**src/hfau_pkg.sv**
```systemverilog
// ----------------------------------------------------------------------------
// hfau_pkg
// Shared types and constants for the binary16 add/mul unit.
// ----------------------------------------------------------------------------
package hfau_pkg;

    localparam int unsigned FracW = 10;
    localparam int unsigned ExpW  = 5;
    localparam int unsigned HalfW = 16;
    localparam int unsigned DefFifoDepth = 2;

    typedef enum logic [1:0] {
        CMD_ADD = 2'd0,
        CMD_SUB = 2'd1,
        CMD_MUL = 2'd2,
        CMD_MAC = 2'd3
    } t_cmd;

    typedef struct packed {
        logic [HalfW-1:0] value;
        logic             ovf;
        logic             unf;
    } t_res;

    // Request payload: command and operands a, b, c.
    typedef struct packed {
        t_cmd             cmd;
        logic [HalfW-1:0] a;
        logic [HalfW-1:0] b;
        logic [HalfW-1:0] c;
    } t_req;

endpackage

```
**src/hfau_core.sv**
```systemverilog
// ----------------------------------------------------------------------------
// hfau_core
// Pipelined binary16 add or multiply: decode, align/multiply, add and
// normalize, round and pack. Four register stages, advancing on i_en.
// ----------------------------------------------------------------------------
module hfau_core
    import hfau_pkg::*;
(
    input  logic             i_clk,
    input  logic             i_rst_n,
    input  logic             i_en,
    input  logic             i_vld,
    input  logic             i_mul,
    input  logic [HalfW-1:0] i_a,
    input  logic [HalfW-1:0] i_b,
    output logic             o_vld,
    output t_res             o_res
);
    // stage 1: decode, order, special case
    logic        sa, sb;
    logic [4:0]  ea, eb;
    logic        swp;
    logic        n_spec;
    logic [15:0] n_spec_val;
    always_comb begin
        sa = i_a[15];
        sb = i_b[15];
        ea = i_a[14:10];
        eb = i_b[14:10];
        swp = (i_a[14:0] < i_b[14:0]);
        n_spec = 1'b0;
        n_spec_val = '0;
        if (i_mul) begin
            if (ea == '0 || eb == '0) begin
                n_spec = 1'b1;
                n_spec_val = {sa ^ sb, 15'd0};
            end
        end else if (ea == '0 && eb == '0) begin
            n_spec = 1'b1;
            n_spec_val = {sa & sb, 15'd0};
        end else if (ea == '0) begin
            n_spec = 1'b1;
            n_spec_val = i_b;
        end else if (eb == '0) begin
            n_spec = 1'b1;
            n_spec_val = i_a;
        end
    end

    logic        r1_vld, r1_mul, r1_spec;
    logic [15:0] r1_spec_val, r1_x, r1_y;
    always_ff @(posedge i_clk) begin
        if (!i_rst_n) begin
            r1_vld <= 1'b0;
        end else if (i_en) begin
            r1_vld <= i_vld;
        end
        if (i_en) begin
            r1_mul      <= i_mul;
            r1_spec     <= n_spec;
            r1_spec_val <= n_spec_val;
            r1_x        <= (swp && !i_mul) ? i_b : i_a;
            r1_y        <= (swp && !i_mul) ? i_a : i_b;
        end
    end

    // stage 2: multiply or align, form 48-bit magnitude m and exponent base
    logic [10:0] mx, my;
    logic [4:0]  d;
    logic [23:0] myal;
    logic        lost;
    logic [47:0] n2_m;
    logic signed [7:0] n2_eb;
    always_comb begin
        mx = {1'b1, r1_x[9:0]};
        my = {1'b1, r1_y[9:0]};
        d  = r1_x[14:10] - r1_y[14:10];
        myal = '0;
        lost = 1'b0;
        if (d >= 5'd25) begin
            myal = 24'd1;
        end else begin
            myal = {my, 13'd0} >> d;
            lost = (({my, 13'd0} & ((24'd1 << d) - 24'd1)) != '0);
            myal[0] = myal[0] | lost;
        end
        if (r1_mul) begin
            n2_m  = {26'd0, 22'({11'd0, mx} * {11'd0, my})};
            n2_eb = 8'(signed'({3'd0, r1_x[14:10]}) + signed'({3'd0, r1_y[14:10]}))
                    - 8'sd35;
        end else begin
            if (r1_x[15] == r1_y[15]) begin
                n2_m = {24'd0, {mx, 13'd0}} + {24'd0, myal};
            end else begin
                n2_m = {24'd0, {mx, 13'd0}} - {24'd0, myal};
            end
            n2_eb = signed'({3'd0, r1_x[14:10]}) - 8'sd23;
        end
    end

    logic        r2_vld, r2_spec, r2_sign;
    logic [15:0] r2_spec_val;
    logic [47:0] r2_m;
    logic signed [7:0] r2_eb;
    always_ff @(posedge i_clk) begin
        if (!i_rst_n) begin
            r2_vld <= 1'b0;
        end else if (i_en) begin
            r2_vld <= r1_vld;
        end
        if (i_en) begin
            r2_spec     <= r1_spec;
            r2_spec_val <= r1_spec_val;
            r2_sign     <= r1_mul ? (r1_x[15] ^ r1_y[15]) : r1_x[15];
            r2_m        <= n2_m;
            r2_eb       <= n2_eb;
        end
    end

    // stage 3: leading-one position, normalize to 11 bits + guard + sticky
    logic [4:0]  p;
    logic [24:0] sh;
    logic        n3_zero;
    always_comb begin
        p = '0;
        for (int i = 0; i < 25; i++) begin
            if (r2_m[i]) begin
                p = 5'(i);
            end
        end
        n3_zero = (r2_m[24:0] == '0);
        sh = r2_m[24:0] << (5'd24 - p);
    end

    logic        r3_vld, r3_spec, r3_sign, r3_zero;
    logic [15:0] r3_spec_val;
    logic [10:0] r3_keep;
    logic        r3_g, r3_st;
    logic signed [7:0] r3_e;
    always_ff @(posedge i_clk) begin
        if (!i_rst_n) begin
            r3_vld <= 1'b0;
        end else if (i_en) begin
            r3_vld <= r2_vld;
        end
        if (i_en) begin
            r3_spec     <= r2_spec;
            r3_spec_val <= r2_spec_val;
            r3_sign     <= r2_sign;
            r3_zero     <= n3_zero;
            r3_keep     <= sh[24:14];
            r3_g        <= sh[13];
            r3_st       <= (sh[12:0] != '0);
            r3_e        <= r2_eb + signed'({3'd0, p});
        end
    end

    // stage 4: round, renormalize, pack
    logic [11:0] kr;
    logic signed [7:0] e4;
    t_res n4_res;
    always_comb begin
        kr = {1'b0, r3_keep} + {11'd0, r3_g && (r3_st || r3_keep[0])};
        e4 = r3_e;
        if (kr[11]) begin
            kr = kr >> 1;
            e4 = e4 + 8'sd1;
        end
        n4_res = '0;
        if (r3_spec) begin
            n4_res.value = r3_spec_val;
        end else if (r3_zero) begin
            n4_res.value = '0;
        end else if (e4 >= 8'sd31) begin
            n4_res.value = {r3_sign, 15'h7C00};
            n4_res.ovf   = 1'b1;
        end else if (e4 <= 8'sd0) begin
            n4_res.value = {r3_sign, 15'd0};
            n4_res.unf   = 1'b1;
        end else begin
            n4_res.value = {r3_sign, e4[4:0], kr[9:0]};
        end
    end

    always_ff @(posedge i_clk) begin
        if (!i_rst_n) begin
            o_vld <= 1'b0;
        end else if (i_en) begin
            o_vld <= r3_vld;
        end
        if (i_en) begin
            o_res <= n4_res;
        end
    end
endmodule

```
**config.mk**
```make
export PLATFORM = sky130hd
export DESIGN_NAME = hfau_core
export DESIGN_NICKNAME = d
export VERILOG_FILES = /design/src/hfau_pkg.sv /design/src/hfau_core.sv
export SDC_FILE = /design/constraint.sdc
export NUM_CORES = 1
export LEC_CHECK = 0
export ABC_AREA = 1
export BUFFER_PORTS_ARGS = -buffer_cell sky130_fd_sc_hd__buf_2
export CORE_AREA = 2 2 177 179
export DETAILED_ROUTE_END_ITERATION = 12
export DIE_AREA = 0 0 179 181
export PLACE_DENSITY_LB_ADDON = 0.08
export RECOVER_POWER = 50
export SLEW_MARGIN = 15
export SYNTH_ARGS = -nofsm -noshare
export SYNTH_HDL_FRONTEND = slang
export SYNTH_SLANG_ARGS = --single-unit
```
**constraint.sdc**
```tcl
create_clock -name i_clk -period 7.3 [get_ports i_clk]
set_input_delay 0.73 -clock i_clk [delete_from_list [all_inputs] [get_ports i_clk]]
set_output_delay 0.73 -clock i_clk [all_outputs]
set_load 0.02 [all_outputs]
```
# Word level (Yosys, flattened, before mapping)
# Cells that the tools add are included.
# word_totals
wordCells,113
in_bits,37
regBits,163
output_inout_bits,19
# classes
bitwise,5
n_shift,3
n_eq_ne,1
reduce_logical,13
order_cmp,4
n_mux,49
multipliers,1
n_addsub,11
# op_table
cell,count
16-bit two-way mux,9
5-bit two-way mux,23
15-bit two-way mux,2
24-bit by 24-bit adder with 25-bit output,1
25-bit logical NOT,1
25-bit two-way mux,1
25-bit by 5-bit << shifter with 25-bit output,1
24-bit by 24-bit subtractor with 25-bit output,1
24-bit AND,1
24-bit two-way mux,1
24-bit nonzero test,1
1-bit by 5-bit << shifter with 24-bit output (first input constant),1
24-bit by 5-bit >> shifter with 24-bit output,1
24-bit by 1-bit subtractor with 24-bit output (second input constant),1
11-bit by 11-bit multiplier with 22-bit output,1
22-bit two-way mux,1
8-bit two-way mux,2
15-bit < comparator,1
13-bit nonzero test,1
11-bit by 1-bit adder with 12-bit output,1
5-bit logical NOT,2
10-bit two-way mux,1
1-bit two-way mux,9
8-bit by 2-bit adder with 8-bit output (second input constant),1
other kinds (18),22

# Depth between registers and ports, before layout
# Gate-level depths: netlist of run 1.
# depth
word_depth,27
mapped_depth,34
depth_no_buf,34

# Least setup slack after synthesis of run 1
# OpenSTA, ideal clock, no wires.
# synth_timing
path_type,reg2reg
from,reg r1_x[1]
to,"reg r2_m[21], data pin"
n_path_buf,1
path_stages_with_launch,30
arrival_ps,5412
setup_slack_ps,1635
period_less_slack_ps,5665
t_required_ps,7047
setup_ps,253
cell_sequence,edfxtp_1 clkbuf_1 nand2_1 inv_1 fa_1 inv_1 fa_1 inv_1 fa_1 inv_1 fa_1 inv_1 fa_1 ha_1 a21oi_1 inv_1 o21a_1 nor2_1 o21bai_1 a31oi_1 o21ai_1 nand2_1 nand2_1 a21oi_1 or2_1 nand2_1 a21oi_1 xor2_1 nand2_1 nand2_1
# synth_via
elab_chain_len,3
word_cells_on_any_way,5
cone_classes,add/sub: 2; mul: 1; mux: 2
# synth_lines
item,line_no,rtl
start: declaration,hfau_core.sv:51,"logic [15:0] r1_spec_val, r1_x, r1_y;"
start signal: assignment,hfau_core.sv:62,r1_x <= (swp && !i_mul) ? i_b : i_a;
branches (longest 2 deep; another with 11-bit by 11-bit multiplier with 22-bit output),--,
22-bit two-way mux (*),hfau_core.sv:87,if (r1_mul) begin
via n2_m[21],hfau_core.sv:72,logic [47:0] n2_m;
end signal: assignment,hfau_core.sv:115,r2_m <= n2_m;
end: declaration,hfau_core.sv:103,logic [47:0] r2_m;
# Mark *: on every way through the listed nets, which the timed path passes.
# A chain may end at the register's enable or synchronous reset.

# Worst setup path after layout of run 1
# Same ends and word-level chain as after synthesis.

==> impl_metrics.json, run 1 <==
{
  "path_class": "reg -> reg",
  "numPortBuffers": 55,
  "setup_viol": 0,
  "cts.htree.levels": 4,
  "clockBufferDepth": 2,
  "synth_xor_area_share_pct": 1.75,
  "synth-edff-count": 158,
  "multi_input_comb_area_um2": 8620,
  "routed_wl_um": 37300,
  "postCtsHoldBufs": 0,
  "clock_sinks": 162,
  "syn_nets": 2127,
  "yosys_register_bits": 162,
  "ir_drop_v": 0.000617,
  "area_growth_syn_to_layout_pct": 7.40,
  "critPathMaxStageDelay_ns": 0.62,
  "grt_usage_pct": 23.7,
  "hold_start": "r1_spec_val[14]",
  "synth-adder-area-share_pct": 21.0,
  "rr_startpoint": "r1_x[1]",
  "vias": 12300,
  "synth_warnings": 0,
  "core-area_um2": 30300,
  "cp-startpoint": "r1_x[1]",
  "synth_top_family_by_area": "simple AND/OR/NAND/NOR gates",
  "clock_power_share_pct": 12.8,
  "die-area_um2": 32400,
  "synth_compound_area_share_pct": 12.0,
  "crit_arrival_ns": 6.34,
  "die_w_um": 179,
  "antenna_found_initial": 1,
  "critical-path-slowest-cell": "edfxtp_1",
  "met3_usage_pct": 2.78,
  "wl_per_cell_um": 16.1,
  "grt_most_used_layer": "met2",
  "violations": "max-capacitance violations, max-slew violations",
  "layout_setup_ws_ns": 1.14,
  "nFillCells": 2906,
  "cts_tree": "done",
  "crit_fanout": 14,
  "diodes": 0,
  "ys_async_sr_fraction_pct": 0,
  "yosysUniqueCellTypes": 64,
  "first_global_vias": 11700,
  "holdCritPathClass": "reg -> reg",
  "rsz0062_at_grt": "no",
  "finalClockSkew_ns": 0.0248,
  "die_y_um": 181,
  "met2_usage_pct": 38.7,
  "clk_latency_ns": 0.44,
  "grt_pass1_wl_um": 60100,
  "via_per_inst": 5.32,
  "synth-main-ff-cell": "edfxtp_1",
  "p_sw_w": 0.00369,
  "p_comb_share_pct": 66.8,
  "syn-instance-count": 1889,
  "met1_usage_pct": 33.1,
  "final_cell_area_um2": 16100,
  "drtIter0Drc": 993,
  "numCtsBuffers": 17,
  "yosysSeqAreaShare_pct": 32.2,
  "ant_nets": 0,
  "p_sw_share_pct": 50.9,
  "overflow": 0,
  "hpwl_um": 29700,
  "p_leak_nw": 7.83,
  "finalCriticalPeriod_ns": 6.16,
  "synth-simple-area-share_pct": 22.4,
  "grt_max_degree": 112,
  "start_util_pct": 49.3,
  "postCtsSetupBuffers": 0,
  "rows": 64,
  "worst_setup_path_start_kind": "flip-flop",
  "outcome": "finished with violations",
  "io_pins": 56,
  "drive_gt1_share_pct": 6.37,
  "finalHoldViolCount": 0,
  "final_util_pct": 53.0,
  "drc_errors": 0,
  "synth.area.mux_share_pct": 0.334,
  "place_ws_ns": 1.22,
  "slew-limit-headroom_pct": -282,
  "syn_area_per_cell_um2": 7.93,
  "fmax_mhz": 162,
  "drv_slew": 112,
  "seqCellArea_um2": 4820,
  "placed_area_um2": 15500,
  "final_nets": 2139,
  "pwr-share-seq_pct": 20.4,
  "tightest_slew_ns": 5.73,
  "dr.pass1.iters": 6,
  "gp_congestion": 0.956,
  "cts-root-buf": "clkbuf_16",
  "r2r_setup_slack_ns": 1.14,
  "final.setup.tns_ns": 0,
  "power.internal_w": 0.00356,
  "netlist_area_um2": 15000,
  "drv_cap": 1,
  "clk_pin_slew_ns": 0.08,
  "end_kind": "flip-flop",
  "ctsResizeCount": 0,
  "final.period_utilization_pct": 84.4,
  "cp_data_required_time_ns": 7.48,
  "p_per_area_nw_per_um2": 451
}
power by group through the flow:
stage / combinational, W / clock (W) / sequential [W]
finish: 0.00485 / 0.000926 / 0.00148
global placement: 0.00474 / 0 / 0.00149
global route: 0.00549 / 0.000982 / 0.00151
detailed placement: 0.00476 / 0 / 0.00149
CTS: 0.00481 / 0.000947 / 0.00147
floorplan: 0.00358 / 0 / 0.00143
sequential cells by signal, summed over array words and instances, names as in the netlist, 7 cells and up:
| register | flops |
|---|---|
| o_res | 18 |
| r1_spec_val | 16 |
| r1_x | 16 |
| r1_y | 16 |
| r2_eb | 7 |
| r2_m | 25 |
| r2_spec_val | 16 |
| r3_e | 8 |
| r3_keep | 11 |
| r3_spec_val | 16 |
layout by cell type (no fill, tap or decap), types with 5 or more instances in the layout:
cell / n
ha_1: 117
clkinv_8: 6
or2_2: 5
nand4_1: 13
a31oi_1: 9
a21oi_1: 77
inv_2: 8
clkbuf_1: 22
buf_4: 8
clkbuf_16: 17
nand2_4: 6
o211ai_1: 14
xor2_1: 25
o22ai_1: 19
nand2_2: 8
or2_1: 5
mux2i_1: 5
nand3_1: 131
nand2_1: 465
nor2_1: 120
edfxtp_1: 158
fa_1: 84
inv_1: 309
o21ai_1: 36
nor3_1: 12
o21ai_0: 112
a211oi_1: 12
buf_2: 33
o21a_1: 6
o31ai_1: 6
cells by family (layout without fill, tap and decap cells):
family | Yosys count | in the layout
buf+inv | 392 | 417
compound gates | 316 | 316
xor+xnor | 29 | 29
simple gates | 784 | 784
mux | 5 | 5
flops | 162 | 162
fa+ha+maj | 201 | 201
final timing paths:
path / to / cells after the start
min reg2reg: r2_spec_val[14] / 0
min: r2_spec_val[14] / 0
max reg2reg: r2_m[21] / 28
max: r2_m[21] / 28
through the flow:
stage                     hold WS (ns)  cells  power (W)
after floorplan                  0.400   1889    0.00501
after global placement           0.401   2278    0.00623
after detailed placement         0.405   2278    0.00625
after CTS                        0.414   2310    0.00723
after global routing             0.426   2310    0.00798
final                            0.417   2310    0.00725
worst max-delay path: cells and delay by family, from the launching register on:
family	cells	cell delay, ns
DFF	1	0.62
and+or+nand+nor	8	0.71
buffers and inverters	6	0.37
xor gates and xnor gates	1	0.10
AOI/OAI and AO/OA	7	1.13
adders and majority gates	6	3.00
cells in the mapped netlist (9+ instances only):
cell type	instances	area [um^2]
nand2_1	465	1750
xor2_1	25	219
fa_1	84	1680
o21ai_1	36	180
nor3_1	12	60.1
a21oi_1	77	385
clkbuf_1	46	173
buf_2	9	45.0
edfxtp_1	158	4740
o22ai_1	19	119
a211oi_1	12	90.1
nor2_1	120	450
nand3_1	131	656
nand4_1	13	81.3
o211ai_1	14	105
ha_1	117	1460
a31oi_1	9	56.3
o21ai_0	112	561
inv_1	309	1160
per-layer routing:
metal / share of wire [%] / wire length [um]
met5: 0 / 0
met4: 2.7 / 1010
met3: 4.6 / 1710
met2: 47 / 17600
met1: 45 / 16900
final cells by class:
cell class	instances	area share, %
Clock inverter	15	1.24
Sequential cell	162	30.0
Timing Repair Buffer	63	1.91
Tap cell	396	3.08
Clock buffer	17	2.64
Inverter	322	7.56
Multi-Input combinational cell	1335	53.6
Power figures use the tool's default switching activity.
==> run 2: changes to the inputs <==
clock period = 6 ns   (was 7.3 ns; I/O delays follow)
==> run 2 against run 1 <==
  * The flow still finishes with violations (max-capacitance violations, max-slew violations)
  * Critical path depth fell by 2
  * Clock-buffer cell count unchanged
  * Clock skew fell by 0.0054 ns
  * Sequential share of layout area is 0.85 points lower
  * Sequential power rose by 19%
  * Design area is 2.9% higher
  * Highest routed layer unchanged
  * Die area unchanged
  * Wire length rose by 3.6%
  * Non-clock buffer count rose by 44
  * Total power rose by 27%
  * Largest cell class unchanged
==> impl_metrics.json, run 2 (synthesized netlist as in run 1, its figures left out) <==
{
  "finalCriticalPeriod_ns": 5.77,
  "clk_pin_slew_ns": 0.09,
  "first_global_vias": 12100,
  "drv_cap": 1,
  "finalHoldViolCount": 0,
  "placed_area_um2": 15700,
  "postCtsHoldBufs": 0,
  "area_growth_syn_to_layout_pct": 10.5,
  "layout_commonest_cell": "nand2_1",
  "power.internal_w": 0.00458,
  "slew-limit-headroom_pct": -212,
  "grt_max_degree": 114,
  "tightest_slew_ns": 4.68,
  "outcome": "finished with violations",
  "hold_depth": 0,
  "drv_slew": 114,
  "cp_data_required_time_ns": 6.18,
  "totalPowerFinal_w": 0.00920,
  "grt_pass1_wl_um": 61700,
  "clk_latency_ns": 0.44,
  "numPortBuffers": 55,
  "die-area_um2": 32400,
  "final.period_utilization_pct": 96.2,
  "p_sw_w": 0.00462,
  "largest_reg_flops": 25,
  "path_class": "reg -> reg",
  "p_leak_nw": 8.05,
  "clock_power_share_pct": 12.5,
  "fmax_mhz": 173,
  "biggestRegsByFlops": "r2_m: 25 flops, o_res: 18 flops",
  "clockBufferDepth": 2,
  "gp_congestion": 0.955,
  "p_comb_share_pct": 68.4,
  "start_util_pct": 49.3,
  "final_cell_area_um2": 16600,
  "hpwl_um": 30300,
  "end_kind": "flip-flop",
  "setup_viol": 0,
  "pwr-share-seq_pct": 19.1,
  "via_per_inst": 5.37,
  "io_pins": 56,
  "violations": "max-capacitance violations, max-slew violations",
  "worst_setup_path_start_kind": "flip-flop",
  "rows": 64,
  "ir_drop_v": 0.000305,
  "antenna_found_initial": 2,
  "final_nets": 2183,
  "finalClockSkew_ns": 0.0194,
  "clock_sinks": 162,
  "cts_tree": "done",
  "regMostFlops": "r2_m",
  "diodes": 0,
  "drive_gt1_share_pct": 9.55,
  "p_per_area_nw_per_um2": 556,
  "grt_usage_pct": 24.4,
  "overflow": 0,
  "dr.pass1.iters": 5,
  "p_sw_share_pct": 50.2,
  "crit_fanout": 6,
  "routed_wl_um": 38600,
  "nFillCells": 2866,
  "die_y_um": 181,
  "final_cell_mix": "nand2_1, inv_1, edfxtp_1",
  "seqCellArea_um2": 4820,
  "vias": 12600,
  "drc_errors": 0,
  "cts.htree.levels": 4,
  "ant_nets": 0,
  "core-area_um2": 30300,
  "die_w_um": 179,
  "wl_per_cell_um": 16.4,
  "whs_ns": 0.408,
  "drtIter0Drc": 995,
  "cts-root-buf": "clkbuf_16",
  "ff2ff_path_depth": 26,
  "numCtsBuffers": 17,
  "crit_arrival_ns": 5.95,
  "holdCritPathClass": "reg -> reg",
  "multi_input_comb_area_um2": 8730
}
[run 2: cell types whose count changed in the layout (fill, tap and decap cells not counted), sizes merged]
| cell | delta |
|---|---|
| clkinv | -1 |
| clkbuf | -1 |
| inv | +1 |
| dlygate4sd2 | +1 |
| buf | +44 |
[run 2: final cells by class]
cell class              instances  area share (%)
clock inverters                15            1.19
well taps                     396            2.99
inverters                     322            7.35
flip-flops and latches        162            29.2
multi-input cells            1335            52.8
clock buffers                  17            2.57
repair buffers                107            4.00
[run 2: power groups by stage]
| stage | Clock (W) | Sequential, W | Combinational [W] |
|---|---|---|---|
| 2_1_floorplan | 0 | 0.00174 | 0.00436 |
| 3_3_place_gp | 0 | 0.00177 | 0.00577 |
| 3_5_place_dp | 0 | 0.00178 | 0.00585 |
| 4_1_cts | 0.00118 | 0.00175 | 0.00590 |
| 5_1_grt | 0.00122 | 0.00179 | 0.00714 |
| 6_report | 0.00115 | 0.00176 | 0.00629 |
[run 2: repair_timing]
| item | in CTS | in global routing |
|---|---|---|
| endpoints found under the setup margin | 0 | 3 |
| gates resized for setup | 0 | 27 |
| buffers inserted | 0 | 18 |
[run 2: final timing paths]
check	slack (ns)	startpoint	to
max reg2reg	0.23	r1_y[2]	r2_m[21]
max	0.23	r1_y[2]	r2_m[21]
min	0.41	r2_spec_val[13]	r3_spec_val[13]
min reg2reg	0.41	r2_spec_val[13]	r3_spec_val[13]
[run 2: per-layer routing]
layer  vias to the layer above  global-route usage [%]  wire length, um  part of all wire, %
met2                       317                    40.9            18800                   49
met3                        56                    2.76             1800                  4.6
met4                         0                    8.03             1050                  2.7
li1                       6296                       -                -                    -
met1                      5971                    32.8            17000                   44
met5                         -                       0                0                    0
[run 2: through the flow]
stage	utilization, %	worst slack (ns)	TNS, ns	instances
floorplan	-	0.335	0	1889
global placement	51.7	0.214	0	2304
detailed placement	51.7	0.0803	0	2304
CTS	53.7	0.0809	0	2336
global route	54.5	-0.0330	-0.0330	2354
finish	54.5	0.227	0	2354
[run 2: worst max-delay path, cell delays in order (launching register included)]
cell and delay [ns]:
edfxtp_1 0.57, nand2_1 0.13, fa_1 0.49, inv_1 0.05, fa_2 0.53, ha_1 0.25, fa_1 0.57, fa_1 0.46
ha_4 0.30, nand2_1 0.06, o21ai_1 0.20, nor2_2 0.09, nor2_2 0.13, o21a_1 0.17, nor2_1 0.06, o21bai_1 0.22
a31oi_1 0.15, o21ai_1 0.18, nand2_1 0.10, nand2_2 0.10, a21oi_2 0.06, or2_1 0.24, nand2_1 0.09, a21oi_2 0.06
xor2_1 0.14, nand2_1 0.06, nand2_1 0.05
==> run 3: changes to the inputs <==
GPL_TIMING_DRIVEN = 0   (was not set)
==> run 3 against run 2 <==
  * The flow still finishes with violations (max-capacitance violations, max-slew violations)
  * Die area is the same
  * Clock-buffer cell count unchanged
  * First-iteration DRC count is 12% lower
  * Via count grew 0.55%
  * Wire length grew 1.8%
  * Critical endpoint unchanged
  * Highest routed layer unchanged
  * Sequential power about the same
  * Largest cell class unchanged
==> impl_metrics.json, run 3 (synthesized netlist as in run 1, its figures left out) <==
{
  "met3_usage_pct": 2.93,
  "cts-root-buf": "clkbuf_16",
  "clk_pin_slew_ns": 0.08,
  "clk_latency_ns": 0.45,
  "first_global_vias": 12200,
  "numCtsBuffers": 17,
  "vias": 12700,
  "fmax_mhz": 170,
  "critical-path-slowest-cell": "edfxtp_1",
  "die_w_um": 179,
  "worst_setup_path_start_kind": "flip-flop",
  "overflow": 0,
  "routed_wl_um": 39300,
  "violations": "max-capacitance violations, max-slew violations",
  "hpwl_um": 31500,
  "setup_viol": 0,
  "placed_area_um2": 15800,
  "start_util_pct": 49.3,
  "p_per_area_nw_per_um2": 565,
  "whs_ns": 0.387,
  "die-area_um2": 32400,
  "path_class": "reg -> reg",
  "critPathBufInv": 6,
  "p_leak_nw": 8.26,
  "end_kind": "flip-flop",
  "final.period_utilization_pct": 98.1,
  "met2_usage_pct": 41.5,
  "antenna_found_initial": 0,
  "rsz0062_at_grt": "yes",
  "gp_congestion": 0.918,
  "critPathTopFamily": "adder cells",
  "tightest_slew_ns": 3.11,
  "drc_errors": 0,
  "hold_depth": 3,
  "crit_fanout": 4,
  "final_cell_area_um2": 16900,
  "layout_commonest_cell": "nand2_1",
  "numPortBuffers": 55,
  "die_y_um": 181,
  "finalHoldViolCount": 0,
  "drtIter0Drc": 879,
  "ir_drop_v": 0.000347,
  "critPathMaxStageDelay_ns": 0.52,
  "finalClockSkew_ns": 0.0252,
  "largest_reg_flops": 25,
  "clock_sinks": 162,
  "drive_gt1_share_pct": 11.7,
  "grt_pass1_wl_um": 63600,
  "rows": 64,
  "nFillCells": 2897,
  "crit_cells": 29,
  "io_pins": 56,
  "biggestRegsByFlops": "r2_m: 25 flops, o_res: 18 flops",
  "crit_arrival_ns": 6.08,
  "area_growth_syn_to_layout_pct": 12.8,
  "met1_usage_pct": 35.3,
  "ff2ff_path_depth": 29,
  "grt_usage_pct": 25.3,
  "slew-limit-headroom_pct": -107,
  "finalCriticalPeriod_ns": 5.89,
  "drv_slew": 166,
  "via_per_inst": 5.27,
  "final_cell_mix": "nand2_1, inv_1, edfxtp_1",
  "dr.pass1.iters": 6,
  "core-area_um2": 30300,
  "diodes": 0,
  "clockBufferDepth": 2,
  "cts_tree": "done",
  "regMostFlops": "r2_m",
  "holdCritPathClass": "in -> reg",
  "final_nets": 2240,
  "grt_most_used_layer": "met2",
  "postCtsHoldBufs": 0,
  "drv_cap": 2,
  "cts.htree.levels": 4,
  "ant_nets": 0,
  "outcome": "finished with violations",
  "cp_data_required_time_ns": 6.19,
  "wl_per_cell_um": 16.3,
  "grt_max_degree": 104
}
[run 3: cell count changes in the layout (fill, tap and decap cells not counted), sizes merged]
cell	before	now
clkbuf	38	51
dlygate4sd2	1	0
buf	85	130
[run 3: worst paths after layout]
check | from | end | slack [ns]
setup / recovery | r1_x[1] | r2_m[21] | 0.11
hold / removal | i_vld | r1_vld | 0.39
setup reg to reg | r1_x[1] | r2_m[21] | 0.11
hold reg to reg | r1_spec_val[15] | r2_spec_val[15] | 0.42
[run 3: what timing repair did]
| action | 4_1_cts | 5_1_grt |
|---|---|---|
| pin swaps | 7 | 27 |
| resized for setup | 29 | 46 |
| buffers inserted | 29 | 16 |
| setup endpoints to repair | 4 | 6 |
[run 3: area by class of cell]
| class | instances | area (um^2) | area share, % |
|---|---|---|---|
| Clock inverter | 15 | 196 | 1.16 |
| Clock buffer | 17 | 425 | 2.52 |
| Multi-Input combinational cell | 1335 | 8750 | 51.8 |
| Buffer | 63 | 350 | 2.07 |
| Inverter | 322 | 1220 | 7.20 |
| Timing Repair Buffer | 101 | 634 | 3.75 |
| Tap cell | 396 | 495 | 2.93 |
| Sequential cell | 162 | 4820 | 28.6 |
[run 3: worst register-to-register path: cells and delay by family, from the launching register on]
| kind | cells | cell delay (ns) |
|---|---|---|
| XOR/XNOR | 1 | 0.19 |
| flip-flops | 1 | 0.52 |
| AND/OR/NAND/NOR | 10 | 0.89 |
| adder cells (fa/ha/maj) | 6 | 2.79 |
| AO/OA/AOI/OAI | 6 | 0.84 |
| buffers and inverters | 6 | 0.40 |
[run 3: layer usage]
layer  vias to the layer above  wire length (um)
met1                      5933             18200
li1                       6415                 -
met5                         -                 0
met2                       304             18800
met3                        57              1480
met4                         0               866
[run 3: power by group]
group | internal (W) | total [W] | switching [W]
Sequential | 0.00159 | 0.00174 | 0.000146
Combinational | 0.00268 | 0.00668 | 0.00400
Clock | 0.000574 | 0.00112 | 0.000544
Total | 0.00485 | 0.00954 | 0.00469
[run 3: through the flow]
step | setup TNS [ns] | instances | util, % | total power (W) | setup WS, ns
after CTS | 0 | 2396 | 55.0 | 0.00911 | 0.00241
after global routing | -0.121 | 2411 | 55.7 | 0.0105 | -0.121
after detailed placement | -1.12 | 2341 | 52.0 | 0.00753 | -0.463
final | 0 | 2411 | 55.7 | 0.00954 | 0.112
after floorplan | 0 | 1889 | - | 0.00609 | 0.335
after global placement | -0.927 | 2340 | 51.9 | 0.00750 | -0.423
